--- config.mk ---
export PLATFORM = sky130hd
export DESIGN_NAME = escape_sequence_decoder
export DESIGN_NICKNAME = d
export VERILOG_FILES = /design/src/design/esd_pkg.sv /design/src/design/esd_front.sv /design/src/design/esd_queue.sv /design/src/design/esd_back.sv /design/src/design/escape_sequence_decoder.sv
export VERILOG_INCLUDE_DIRS = /design/src /design/src/design
export SDC_FILE = /design/constraint.sdc
export NUM_CORES = 1
export LEC_CHECK = 0
export BUFFER_PORTS_ARGS = -buffer_cell sky130_fd_sc_hd__buf_4
export CAP_MARGIN = 20
export CORE_MARGIN = 3
export CORE_UTILIZATION = 52
export CTS_CLUSTER_SIZE = 24
export DETAILED_ROUTE_END_ITERATION = 7
export PLACE_DENSITY = 0.73
export SETUP_SLACK_MARGIN = 0.2
export SLEW_MARGIN = 20
export SYNTH_ARGS = -nofsm -noshare
export SYNTH_HDL_FRONTEND = slang
export SYNTH_HIERARCHICAL = 1
export SYNTH_SLANG_ARGS = --single-unit
--- constraint.sdc ---
create_clock -name aclk -period 4.4 [get_ports aclk]
set_input_delay 0.88 -clock aclk [delete_from_list [all_inputs] [get_ports aclk]]
set_output_delay 0.88 -clock aclk [all_outputs]
set_load 0.02 [all_outputs]
--- src/design/assert_macros.svh ---
// Assertion macros shared by the escape decoder modules.
// Each macro expects aclk and aresetn to be visible in the using module.
`ifndef ASSERT_MACROS_SVH
`define ASSERT_MACROS_SVH

// Same-cycle implication, checked while out of reset
`define ESD_ASSERT_IMP(lbl, ante, cons, msg) \
    lbl: assert property (@(posedge aclk) disable iff (!aresetn) (ante) |-> (cons)) \
        else $error(msg);

// Next-cycle implication, checked while out of reset
`define ESD_ASSERT_NXT(lbl, ante, cons, msg) \
    lbl: assert property (@(posedge aclk) disable iff (!aresetn) (ante) |=> (cons)) \
        else $error(msg);

// Condition that must never hold
`define ESD_ASSERT_NEVER(lbl, cond, msg) \
    lbl: assert property (@(posedge aclk) disable iff (!aresetn) !(cond)) \
        else $error(msg);

`endif

--- src/design/esd_pkg.sv ---
// Shared types and constants for the escape sequence decoder.
// No dependencies; imported by the front, queue, back and top modules.
package esd_pkg;

    // Parser modes
    localparam logic [2:0] MODE_IDLE = 3'd0;
    localparam logic [2:0] MODE_ESC  = 3'd1;
    localparam logic [2:0] MODE_OCT  = 3'd2;
    localparam logic [2:0] MODE_HEX  = 3'd3;
    localparam logic [2:0] MODE_DEC  = 3'd4;

    // Characters recognized after a backslash (upper case form)
    localparam logic [7:0] CH_BSLASH = 8'h5C;
    localparam logic [7:0] CH_ZERO   = 8'h30;
    localparam logic [7:0] CH_B      = 8'h42;
    localparam logic [7:0] CH_E      = 8'h45;
    localparam logic [7:0] CH_F      = 8'h46;
    localparam logic [7:0] CH_N      = 8'h4E;
    localparam logic [7:0] CH_R      = 8'h52;
    localparam logic [7:0] CH_T      = 8'h54;
    localparam logic [7:0] CH_X      = 8'h58;

    // Control codes produced by the letter escapes
    localparam logic [7:0] CODE_BS  = 8'h08;
    localparam logic [7:0] CODE_FF  = 8'h0C;
    localparam logic [7:0] CODE_LF  = 8'h0A;
    localparam logic [7:0] CODE_CR  = 8'h0D;
    localparam logic [7:0] CODE_TAB = 8'h09;
    localparam logic [7:0] CODE_ESC = 8'h1B;

    // Third-digit limits: octal value, decimal value and its tight case
    localparam logic [7:0] OCT_LIMIT    = 8'd31;
    localparam logic [7:0] DEC_LIMIT_HI = 8'd25;
    localparam logic [7:0] DEC_LIMIT_LO = 8'd24;
    localparam logic [3:0] DEC_TOP_DIGIT = 4'd5;

    // One queued job: zero to two decoded bytes for one input character
    typedef struct packed {
        logic [1:0] count;
        logic [7:0] b0;
        logic [7:0] b1;
    } esd_entry_t;

endpackage

--- src/design/esd_front.sv ---
// Front end: accepts characters, runs the escape parser, queues decoded bytes.
// Depends on esd_pkg.
module esd_front
    import esd_pkg::*;
(
    input  logic       aclk,
    input  logic       aresetn,
    input  logic       s_valid,
    output logic       s_ready,
    input  logic [7:0] s_in_char,
    input  logic       s_end_of_text,
    input  logic       q_full,
    output logic       q_push,
    output esd_entry_t q_entry
);

    logic [2:0] mode_reg, mode_next;
    logic [7:0] acc_reg, acc_next;
    logic [1:0] cnt_reg, cnt_next;

    logic       accept;
    logic [7:0] up_char;
    logic       is_oct, is_dec, is_hex;
    logic [3:0] dec_val, hex_val;
    logic [2:0] cnt_inc;
    logic [7:0] dec_prod;
    logic       dec_third_ok;
    esd_entry_t ent;

    // Append one byte to a job, keeping at most two
    function automatic esd_entry_t add_byte(esd_entry_t e, logic [7:0] b);
        esd_entry_t r;
        r = e;
        if (e.count == 2'd0) begin
            r.b0    = b;
            r.count = 2'd1;
        end else if (e.count == 2'd1) begin
            r.b1    = b;
            r.count = 2'd2;
        end
        return r;
    endfunction

    assign s_ready = !q_full;
    assign accept  = s_valid && s_ready;

    // Classify the character
    assign up_char = (s_in_char >= 8'h61 && s_in_char <= 8'h7A) ?
                     (s_in_char & 8'hDF) : s_in_char;
    assign is_oct  = (s_in_char >= 8'h30) && (s_in_char <= 8'h37);
    assign is_dec  = (s_in_char >= 8'h30) && (s_in_char <= 8'h39);
    assign is_hex  = is_dec || (up_char >= 8'h41 && up_char <= 8'h46);
    assign dec_val = s_in_char[3:0];
    assign hex_val = is_dec ? s_in_char[3:0] : 4'(s_in_char[3:0] + 4'd9);
    assign cnt_inc = {1'b0, cnt_reg} + 3'd1;
    assign dec_prod = 8'({acc_reg, 3'b000} + {acc_reg, 1'b0} + {4'b0000, dec_val});
    assign dec_third_ok = (cnt_reg < 2'd2) ||
                          ((acc_reg <= DEC_LIMIT_HI) &&
                           ((dec_val <= DEC_TOP_DIGIT) || (acc_reg <= DEC_LIMIT_LO)));

    // Parser next state and bytes produced by this character
    always_comb begin
        ent       = '0;
        mode_next = mode_reg;
        acc_next  = acc_reg;
        cnt_next  = cnt_reg;
        case (mode_reg)
            MODE_ESC: begin
                mode_next = MODE_IDLE;
                acc_next  = 8'd0;
                cnt_next  = 2'd0;
                case (up_char)
                    CH_BSLASH: ent = add_byte(ent, CH_BSLASH);
                    CH_B:      ent = add_byte(ent, CODE_BS);
                    CH_F:      ent = add_byte(ent, CODE_FF);
                    CH_N:      ent = add_byte(ent, CODE_LF);
                    CH_R:      ent = add_byte(ent, CODE_CR);
                    CH_T:      ent = add_byte(ent, CODE_TAB);
                    CH_E:      ent = add_byte(ent, CODE_ESC);
                    CH_ZERO:   mode_next = MODE_OCT;
                    CH_X:      mode_next = MODE_HEX;
                    default: begin
                        if (is_dec) begin
                            mode_next = MODE_DEC;
                            acc_next  = {4'b0000, dec_val};
                            cnt_next  = 2'd1;
                        end else begin
                            ent = add_byte(ent, s_in_char);
                        end
                    end
                endcase
            end
            MODE_OCT: begin
                if (is_oct && ((cnt_reg < 2'd2) || (acc_reg <= OCT_LIMIT))) begin
                    acc_next = {acc_reg[4:0], s_in_char[2:0]};
                    cnt_next = cnt_inc[1:0];
                    if (cnt_inc >= 3'd3) begin
                        ent       = add_byte(ent, acc_next);
                        mode_next = MODE_IDLE;
                        acc_next  = 8'd0;
                        cnt_next  = 2'd0;
                    end
                end else begin
                    ent       = add_byte(ent, acc_reg);
                    mode_next = MODE_IDLE;
                    acc_next  = 8'd0;
                    cnt_next  = 2'd0;
                    if (s_in_char == CH_BSLASH) mode_next = MODE_ESC;
                    else ent = add_byte(ent, s_in_char);
                end
            end
            MODE_HEX: begin
                if (is_hex && (cnt_reg < 2'd2)) begin
                    acc_next = {acc_reg[3:0], hex_val};
                    cnt_next = cnt_inc[1:0];
                    if (cnt_inc >= 3'd2) begin
                        ent       = add_byte(ent, acc_next);
                        mode_next = MODE_IDLE;
                        acc_next  = 8'd0;
                        cnt_next  = 2'd0;
                    end
                end else begin
                    ent       = add_byte(ent, acc_reg);
                    mode_next = MODE_IDLE;
                    acc_next  = 8'd0;
                    cnt_next  = 2'd0;
                    if (s_in_char == CH_BSLASH) mode_next = MODE_ESC;
                    else ent = add_byte(ent, s_in_char);
                end
            end
            MODE_DEC: begin
                if (is_dec && dec_third_ok) begin
                    acc_next = dec_prod;
                    cnt_next = cnt_inc[1:0];
                    if (cnt_inc >= 3'd3) begin
                        ent       = add_byte(ent, acc_next);
                        mode_next = MODE_IDLE;
                        acc_next  = 8'd0;
                        cnt_next  = 2'd0;
                    end
                end else begin
                    ent       = add_byte(ent, acc_reg);
                    mode_next = MODE_IDLE;
                    acc_next  = 8'd0;
                    cnt_next  = 2'd0;
                    if (s_in_char == CH_BSLASH) mode_next = MODE_ESC;
                    else ent = add_byte(ent, s_in_char);
                end
            end
            default: begin
                // Idle and unused codes: plain character
                mode_next = MODE_IDLE;
                acc_next  = 8'd0;
                cnt_next  = 2'd0;
                if (s_in_char == CH_BSLASH) mode_next = MODE_ESC;
                else ent = add_byte(ent, s_in_char);
            end
        endcase

        // Flush anything pending on the final character
        if (s_end_of_text && (mode_next != MODE_IDLE)) begin
            ent       = add_byte(ent, (mode_next == MODE_ESC) ? 8'd0 : acc_next);
            mode_next = MODE_IDLE;
            acc_next  = 8'd0;
            cnt_next  = 2'd0;
        end
    end

    assign q_entry = ent;
    assign q_push  = accept && (ent.count != 2'd0);

    // Advance parser state on each transfer
    always_ff @(posedge aclk) begin
        if (!aresetn) begin
            mode_reg <= MODE_IDLE;
            acc_reg  <= 8'd0;
            cnt_reg  <= 2'd0;
        end else if (accept) begin
            mode_reg <= mode_next;
            acc_reg  <= acc_next;
            cnt_reg  <= cnt_next;
        end
    end

endmodule

--- src/design/esd_queue.sv ---
// Short job queue between the parser front end and the output back end.
// Depends on esd_pkg and assert_macros.svh.
`include "assert_macros.svh"
module esd_queue
    import esd_pkg::*;
#(
    parameter int DEPTH = 4
) (
    input  logic       aclk,
    input  logic       aresetn,
    input  logic       push,
    input  esd_entry_t push_entry,
    output logic       full,
    input  logic       pop,
    output logic       not_empty,
    output esd_entry_t pop_entry
);

    localparam int PTR_W = $clog2(DEPTH);
    localparam int CNT_W = $clog2(DEPTH + 1);

    esd_entry_t       slots_reg [DEPTH];
    logic [PTR_W-1:0] wr_ptr_reg, rd_ptr_reg;
    logic [CNT_W-1:0] count_reg, count_next;

    assign full      = (count_reg == CNT_W'(DEPTH));
    assign not_empty = (count_reg != '0);
    assign pop_entry = slots_reg[rd_ptr_reg];

    always_comb begin
        count_next = count_reg;
        if (push && !pop) count_next = count_reg + CNT_W'(1);
        else if (!push && pop) count_next = count_reg - CNT_W'(1);
    end

    // Store incoming jobs
    always_ff @(posedge aclk) begin
        if (push) slots_reg[wr_ptr_reg] <= push_entry;
    end

    // Advance pointers and occupancy
    always_ff @(posedge aclk) begin
        if (!aresetn) begin
            wr_ptr_reg <= '0;
            rd_ptr_reg <= '0;
            count_reg  <= '0;
        end else begin
            if (push) begin
                wr_ptr_reg <= (wr_ptr_reg == PTR_W'(DEPTH - 1)) ? '0 : wr_ptr_reg + PTR_W'(1);
            end
            if (pop) begin
                rd_ptr_reg <= (rd_ptr_reg == PTR_W'(DEPTH - 1)) ? '0 : rd_ptr_reg + PTR_W'(1);
            end
            count_reg <= count_next;
        end
    end

    `ESD_ASSERT_NEVER(a_no_push_full, push && full, "push into full queue")
    `ESD_ASSERT_NEVER(a_no_pop_empty, pop && !not_empty, "pop from empty queue")
    `ESD_ASSERT_IMP(a_ptr_match, (count_reg == '0) || full, wr_ptr_reg == rd_ptr_reg,
        "queue pointers disagree with occupancy")

endmodule

--- src/design/esd_back.sv ---
// Back end: takes queued jobs and delivers their bytes one per transfer.
// Depends on esd_pkg and assert_macros.svh.
`include "assert_macros.svh"
module esd_back
    import esd_pkg::*;
(
    input  logic       aclk,
    input  logic       aresetn,
    input  logic       q_valid,
    input  esd_entry_t q_entry,
    output logic       q_pop,
    output logic       m_valid,
    input  logic       m_ready,
    output logic [7:0] m_out_byte,
    output logic       m_run_last
);

    esd_entry_t ent_reg;
    logic       valid_reg;
    logic       idx_reg;
    logic       out_done;
    logic       is_last;

    assign out_done = valid_reg && m_ready;
    assign is_last  = idx_reg || (ent_reg.count == 2'd1);
    assign q_pop    = q_valid && (!valid_reg || (out_done && is_last));

    assign m_valid    = valid_reg;
    assign m_out_byte = idx_reg ? ent_reg.b1 : ent_reg.b0;
    assign m_run_last = is_last;

    // Hold the current job
    always_ff @(posedge aclk) begin
        if (q_pop) ent_reg <= q_entry;
    end

    // Step through the bytes of the current job
    always_ff @(posedge aclk) begin
        if (!aresetn) begin
            valid_reg <= 1'b0;
            idx_reg   <= 1'b0;
        end else if (q_pop) begin
            valid_reg <= 1'b1;
            idx_reg   <= 1'b0;
        end else if (out_done) begin
            if (is_last) valid_reg <= 1'b0;
            else idx_reg <= 1'b1;
        end
    end

    `ESD_ASSERT_IMP(a_job_nonempty, valid_reg, (ent_reg.count == 2'd1) || (ent_reg.count == 2'd2),
        "output job holds no bytes")
    `ESD_ASSERT_NXT(a_second_byte, out_done && !is_last, valid_reg && idx_reg && m_run_last,
        "second byte of a job not presented")

endmodule

--- src/design/escape_sequence_decoder.sv ---
// Backslash escape decoder, top level: front parser, job queue, output stage.
// Depends on esd_pkg, esd_front, esd_queue and esd_back.
//
// Usage:
//   Input channel s_valid/s_ready carries one character (s_in_char) and a
//   final-character flag (s_end_of_text). Output channel m_valid/m_ready
//   carries one decoded byte (m_out_byte) with m_run_last set on the last
//   byte caused by a given character. A character may cause zero, one or
//   two bytes; characters that cause none produce no transfer.
// Path: a byte is written into the job queue at its character's transfer and,
//   when the queue and output stage are empty, is then loaded into the
//   output register that drives m_out_byte and m_valid.
// Throughput: one character per cycle while s_ready is high; the output stage
//   sends one byte per cycle while m_ready is high, so a character
//   that yields two bytes holds it for both. The job queue (QUEUE_DEPTH entries) absorbs the difference.
// Stall: when m_ready is low the output byte holds; the queue fills and
//   s_ready drops only once all QUEUE_DEPTH entries are taken.
// Reset: aresetn low (synchronous) returns the parser to idle, empties the
//   queue and clears m_valid.
module escape_sequence_decoder
    import esd_pkg::*;
#(
    parameter int QUEUE_DEPTH = 4
) (
    input  logic       aclk,
    input  logic       aresetn,
    input  logic       s_valid,
    output logic       s_ready,
    input  logic [7:0] s_in_char,
    input  logic       s_end_of_text,
    output logic       m_valid,
    input  logic       m_ready,
    output logic [7:0] m_out_byte,
    output logic       m_run_last
);

    esd_entry_t push_entry, pop_entry;
    logic       push, pop, full, not_empty;

    esd_front u_front (
        .aclk          (aclk),
        .aresetn       (aresetn),
        .s_valid       (s_valid),
        .s_ready       (s_ready),
        .s_in_char     (s_in_char),
        .s_end_of_text (s_end_of_text),
        .q_full        (full),
        .q_push        (push),
        .q_entry       (push_entry)
    );

    esd_queue #(
        .DEPTH (QUEUE_DEPTH)
    ) u_queue (
        .aclk       (aclk),
        .aresetn    (aresetn),
        .push       (push),
        .push_entry (push_entry),
        .full       (full),
        .pop        (pop),
        .not_empty  (not_empty),
        .pop_entry  (pop_entry)
    );

    esd_back u_back (
        .aclk       (aclk),
        .aresetn    (aresetn),
        .q_valid    (not_empty),
        .q_entry    (pop_entry),
        .q_pop      (pop),
        .m_valid    (m_valid),
        .m_ready    (m_ready),
        .m_out_byte (m_out_byte),
        .m_run_last (m_run_last)
    );

endmodule
### Yosys cells after proc, flatten, opt, wreduce, memory -nomap -nowiden

Memory sizes are Yosys's and may differ from the RTL's. A register that Yosys moved wholly into a read port is not among the register bits.
Cells that the tools add are included.

* add/subtract/negate cells: 8
* multiply operators: 0
* divide/modulo/power cells: 0
* magnitude comparators: 14
* equal/unequal tests: 23
* shifts and indexed selects: 0
* mux-type cells: 82
* bitwise gates (word level): 2
* reduce and logical (&&, ||, !) cells: 42

Operators with widths (number)
* $mux 8: 22
* $pmux 18 s8: 1
* $mux 18: 7
* $mux 17: 5
* $eq 8x7->1 const B: 9
* $pmux 18 s4: 1
* $mux 10: 6
* $mux 2: 17
* $pmux 8 s4: 1
* $mux 3: 9
* $le 8x5->1 const B: 3
* $ge 8x7->1 const B: 2
* $le 8x6->1 const B: 2
* $le 8x7->1 const B: 2
* $logic_and 1x1->1: 16
* $pmux 3 s4: 1
* $eq 2x1->1 const B: 5
* $pmux 3 s3: 1
* $reduce_or 9->1: 1
* $add 8x4->8: 1
* $add 8x8->8: 1
* $eq 8x6->1 const B: 1
* $ge 8x6->1 const B: 1
* $logic_not 2->1: 4
* 24 further kinds: 52

* bits in registers: 22
* bits in latches: 0
* RAM bits: 72
* memory bits (read-only): 0
* bits of input ports: 13
* output and inout port bits: 11
* logic and storage cells: 180
* memories: 1

Memories
* u_queue.slots_reg: depth 4, width 18, read ports 1, clocked after Yosys merged registers in 1, wr ports 1, line esd_queue.sv:22 `esd_entry_t slots_reg [DEPTH];`

### Depth between registers and ports, before layout

* word-level depth: 25
* mapped depth: 19
* depth with buffers taken out: 18

### Cells and area by module

The synthesis kept the hierarchy.

By module, submodules not included
* esd_queue: times used 1, cells each 138, area each 3098.0 um^2, sequential area each 2342.2 um^2
* esd_front: times used 1, cells each 353, area each 2706.3 um^2, sequential area each 260.2 um^2
* esd_back: times used 1, cells each 42, area each 754.5 um^2, sequential area each 580.6 um^2

### Worst setup path before layout

OpenSTA, ideal clock, no wires.

* path type: in2reg
* from: in s_in_char[0]
* to: reg u_queue.count_reg[2]
* setup time: 0.076 ns
* arrival time: 4.394 ns
* required time: 4.324 ns
* setup slack: -0.070 ns
* cell stages on the path: 19
* buffers on the path: 1
* cell sequence: inv_1 > ha_1 > o21bai_1 > a21o_1 > buf_6 > clkinv_8 > a21oi_2 > o31ai_4 > a21oi_1 > inv_1 > ha_1 > nand2_1 > o311a_1 > ha_1 > inv_1 > fa_1 > xor2_1 > or3_1 > a21boi_0

* cells in the longest elaborated chain, start to end: 18
* elaborated cells on any way between the ends: 63
* classes of those cells: order compare: 8; eq/ne: 11; mux: 22; reduce/logical: 22

RTL lines
* start: declaration: line escape_sequence_decoder.sv:29 `input logic [7:0] s_in_char,`
* $ge 8x7->1 / $le 8x7->1 (equally long branches): line esd_front.sv:48 `assign up_char = (s_in_char >= 8'h61 && s_in_char <= 8'h7A) ?`
* $logic_and 1x1->1: line esd_front.sv:48
* $mux 6: line esd_front.sv:48
* $ge 8x7->1 / $le 8x7->1 (equally long branches): line esd_front.sv:52 `assign is_hex = is_dec || (up_char >= 8'h41 && up_char <= 8'h46);`
* $logic_and 1x1->1: line esd_front.sv:52
* $logic_or 1x1->1: line esd_front.sv:52
* $logic_and 1x1->1: line esd_front.sv:113 `if (is_hex && (cnt_reg < 2'd2)) begin`
* $mux 18: line esd_front.sv:113
* (+3 left out)
* $mux 2: line esd_front.sv:34 `if (e.count == 2'd0) begin`
* $mux 18 *: line esd_front.sv:161 `if (s_end_of_text && (mode_next != MODE_IDLE)) begin`
* $reduce_bool 2->1 *: line esd_front.sv:170 `assign q_push = accept && (ent.count != 2'd0);`
* $logic_and 1x1->1 *: line esd_front.sv:170
* via push: line escape_sequence_decoder.sv:38 `logic push, pop, full, not_empty;`
* $logic_not 1->1: line esd_queue.sv:33 `else if (!push && pop) count_next = count_reg - CNT_W'(1);`
* $logic_and 1x1->1: line esd_queue.sv:33
* $reduce_bool 2->1 (no source line)
* end signal: assignment: line esd_queue.sv:54 `count_reg <= count_next;`
* end: declaration: line esd_queue.sv:24 `logic [CNT_W-1:0] count_reg, count_next;`

Mark *: on every way through the listed nets, which the timed path passes. The rest lies on a longest branch.
A chain may end at the register's enable or synchronous reset.

### Worst setup path after layout

* from: in s_in_char[1]
* to: reg u_queue.count_reg[2]

The elaborated chain is that of the path after synthesis.

==> results.yml <==
run_status:
  outcome: "completed"
synthesis:
  synth_cells: 533
  synth_top_area_share_pct: 41.2
  yosys.area.top_type: "edfxtp_1"
  yosysWarnings: 6
  async_reset_ff_share_pct: 0
  synth_seq_cells: 114
  synth_edf_count: 90
  seq_area_frac_synth_pct: 48.5
  netlist_top_cells_area: "edfxtp_1 41%, dfxtp_1 7.3%, ha_1 5.7%"
  yosys.cell_types.count: 94
  syn_nets: 579
  syn_area_um2: 6560
  avgSynthCellArea_um2: 12.3
  synth_ff_type: "edfxtp_1"
cells_and_area:
  layout_commonest_cell: "edfxtp_1"
  largest_register_ffs: 72
  layout_common_cells: "90 x edfxtp_1, 59 x buf_4, 40 x nand2_1, 28 x inv_1, 28 x nor2_1"
  final_cells: 769
  utilization_pct: 63.5
  drive_gt1_share_pct: 25.0
  final_area_um2: 7720
  area_growth_pct: 17.8
  antenna_cells: 0
  final_nets: 634
sta:
  clock-skew-final_ns: 0.0110
  final.setup.tns_ns: 0
  fmax_ghz: 0.249
  hold_viol_final: 0
  tightest_slew_ns: 1.07
  rsz0062_at_grt: "no"
  setup_ws_ns: 0.382
  drv_slew: 0
  period_minus_slack_ns: 4.02
  whs_ns: 0.511
  relSlewSlack_pct: 28.6
  fin_crit_sh_pct: 91.3
  setup_viol: 0
routing:
  drt_wl_total_mm: 17.5
  drt_iter0_drc: 492
  firstDrtPassIters: 6
  wl_per_cell_um: 22.7
  ant_nets: 0
  vias: 4889
  drc: 0
  viasPerCell: 6.36
global_routing:
  grt-ovfl-total: 0
  grt_max_degree: 22
  grt_first_pass_wirelength_mm: 27.5
  grt.total_usage_pct: 25.5
  grt_pass1_vias: 4914
  antenna_found_initial: 0
min_path:
  hp-class: "reg2reg"
  hold_end: "u_queue/count_reg[2]"
  min_path_cells: 2
  hp-start: "u_queue/count_reg[2]"
floorplan:
  rows: 40
  core_um2: 12200
  die_w_um: 118
  fp.dieH_um: 118
  die_area_um2: 14000
  start_util_pct: 53.9
  io_pins: 24
critical_path:
  worstPathRequired_ns: 4.72
  startpoint_type: "input pin"
  worstSetupPathType: "in2reg"
  end_kind: "register"
  r2r_start: "u_front/cnt_reg[1]"
  r2r_slack_ns: 0.53
  path_max_fanout: 8
  rr_endpoint: "u_queue/count_reg[2]"
  ff2ff_path_depth: 15
  critPathArrivalTime_ns: 4.34
placed_design:
  pre_cts_slack_ns: -0.0135
  dp_hpwl_mm: 12.4
  io_buffers: 23
  dp.cells: 737
  place.gp.congestion: 1.07
  placed_cell_area_um2: 7090
flow_run:
  max-cap-violations: 0
power:
  total_power_mw: 3.73
  leakage_nw: 2.79
  pwr_density_cell_nw_per_um2: 483
  ir_drop_mv: 0.302
clocking:
  clock_path_buffers: 2
  worstSkewPairLatency_ns: 0.40
  numCtsBuffers: 17
  h-tree-depth: 4
  post_cts_buffers: 0
  clock-sinks: 114
  clk_pin_slew_ns: 0.05
  root_buffer: "clkbuf_16"
  cts_tree: "yes"
## synth_stat cells (3+ instances only)
cell	number
a211o_1	3
a211oi_1	9
a21oi_1	12
a221o_1	4
a221oi_1	6
a222oi_1	4
a31oi_1	6
and2_1	9
and3_1	5
buf_2	5
buf_6	5
clkbuf_1	3
clkbuf_8	4
dfxtp_1	24
edfxtp_1	90
fa_1	3
ha_1	30
inv_1	28
mux2_2	8
mux2i_1	15
mux4_1	8
mux4_2	10
nand2_1	40
nand3_1	13
nand4_1	6
nor2_1	28
nor2b_1	9
nor3_1	11
o211ai_1	3
o21a_1	5
o21ai_0	24
o21ai_1	5
o22ai_1	9
xnor2_1	8
## critical path, cell delays in order
cell	delay (ns)
buf_4	0.08
inv_1	0.08
ha_4	0.20
and4b_2	0.26
and2_1	0.24
a211oi_1	0.24
o21ai_1	0.13
a2111oi_4	0.40
ha_1	0.33
nand2_1	0.08
o311a_4	0.22
ha_4	0.14
inv_1	0.04
fa_1	0.37
xor2_1	0.16
or3_1	0.30
a21boi_0	0.16
## area by class of cell
cell class | instances | area (um^2)
clock buffer | 18 | 429
clock inverter | 14 | 186
fill | 940 | 4440
inverter | 30 | 125
multi-input combinational | 366 | 3150
sequential | 114 | 3180
tap | 168 | 210
timing repair buffer | 59 | 443
## repair_timing
action / CTS / global route
resized for setup: 0 / 2
hold buffers: 0 / 0
endpoints found under the setup margin: 0 / 1
## worst max-delay path by stage
stage | cells after the start | slack, ns | endpoint | startpoint
floorplan | 17 | 0.20 | u_queue/count_reg[2] | s_in_char[1]
global placement | 17 | 0.09 | u_queue/count_reg[2] | s_in_char[1]
detailed placement | 17 | -0.01 | u_queue/count_reg[2] | s_in_char[1]
CTS | 17 | 0.38 | u_queue/count_reg[2] | s_in_char[1]
global route | 17 | 0.23 | u_queue/count_reg[2] | s_in_char[1]
finish | 17 | 0.38 | u_queue/count_reg[2] | s_in_char[1]
## logic make-up after synthesis
group	after synthesis	share of synthesized area, %
AOI/OAI and AO/OA	131	15.7
xor gates and xnor gates	10	1.34
adders and majority gates	33	6.64
buffers and inverters	53	4.96
DFF	114	48.5
muxes	41	10.3
and+or+nand+nor	151	12.5
## report_power, final
part | internal [mW] | total, mW | switching, mW
combinational | 0.382 | 0.783 | 0.402
sequential | 1.40 | 1.52 | 0.129
clock | 0.946 | 1.42 | 0.479
total | 2.72 | 3.73 | 1.01
## per-layer routing
layer / routed length [um] / up-vias / track usage [%]
met5: 0 / - / 0
met4: 873 / 0 / 14.5
met3: 1260 / 60 / 5.79
met2: 8690 / 247 / 42.2
met1: 6660 / 2376 / 30.6
li1: - / 2206 / -
No activity file was read; power rests on OpenSTA's default activity.
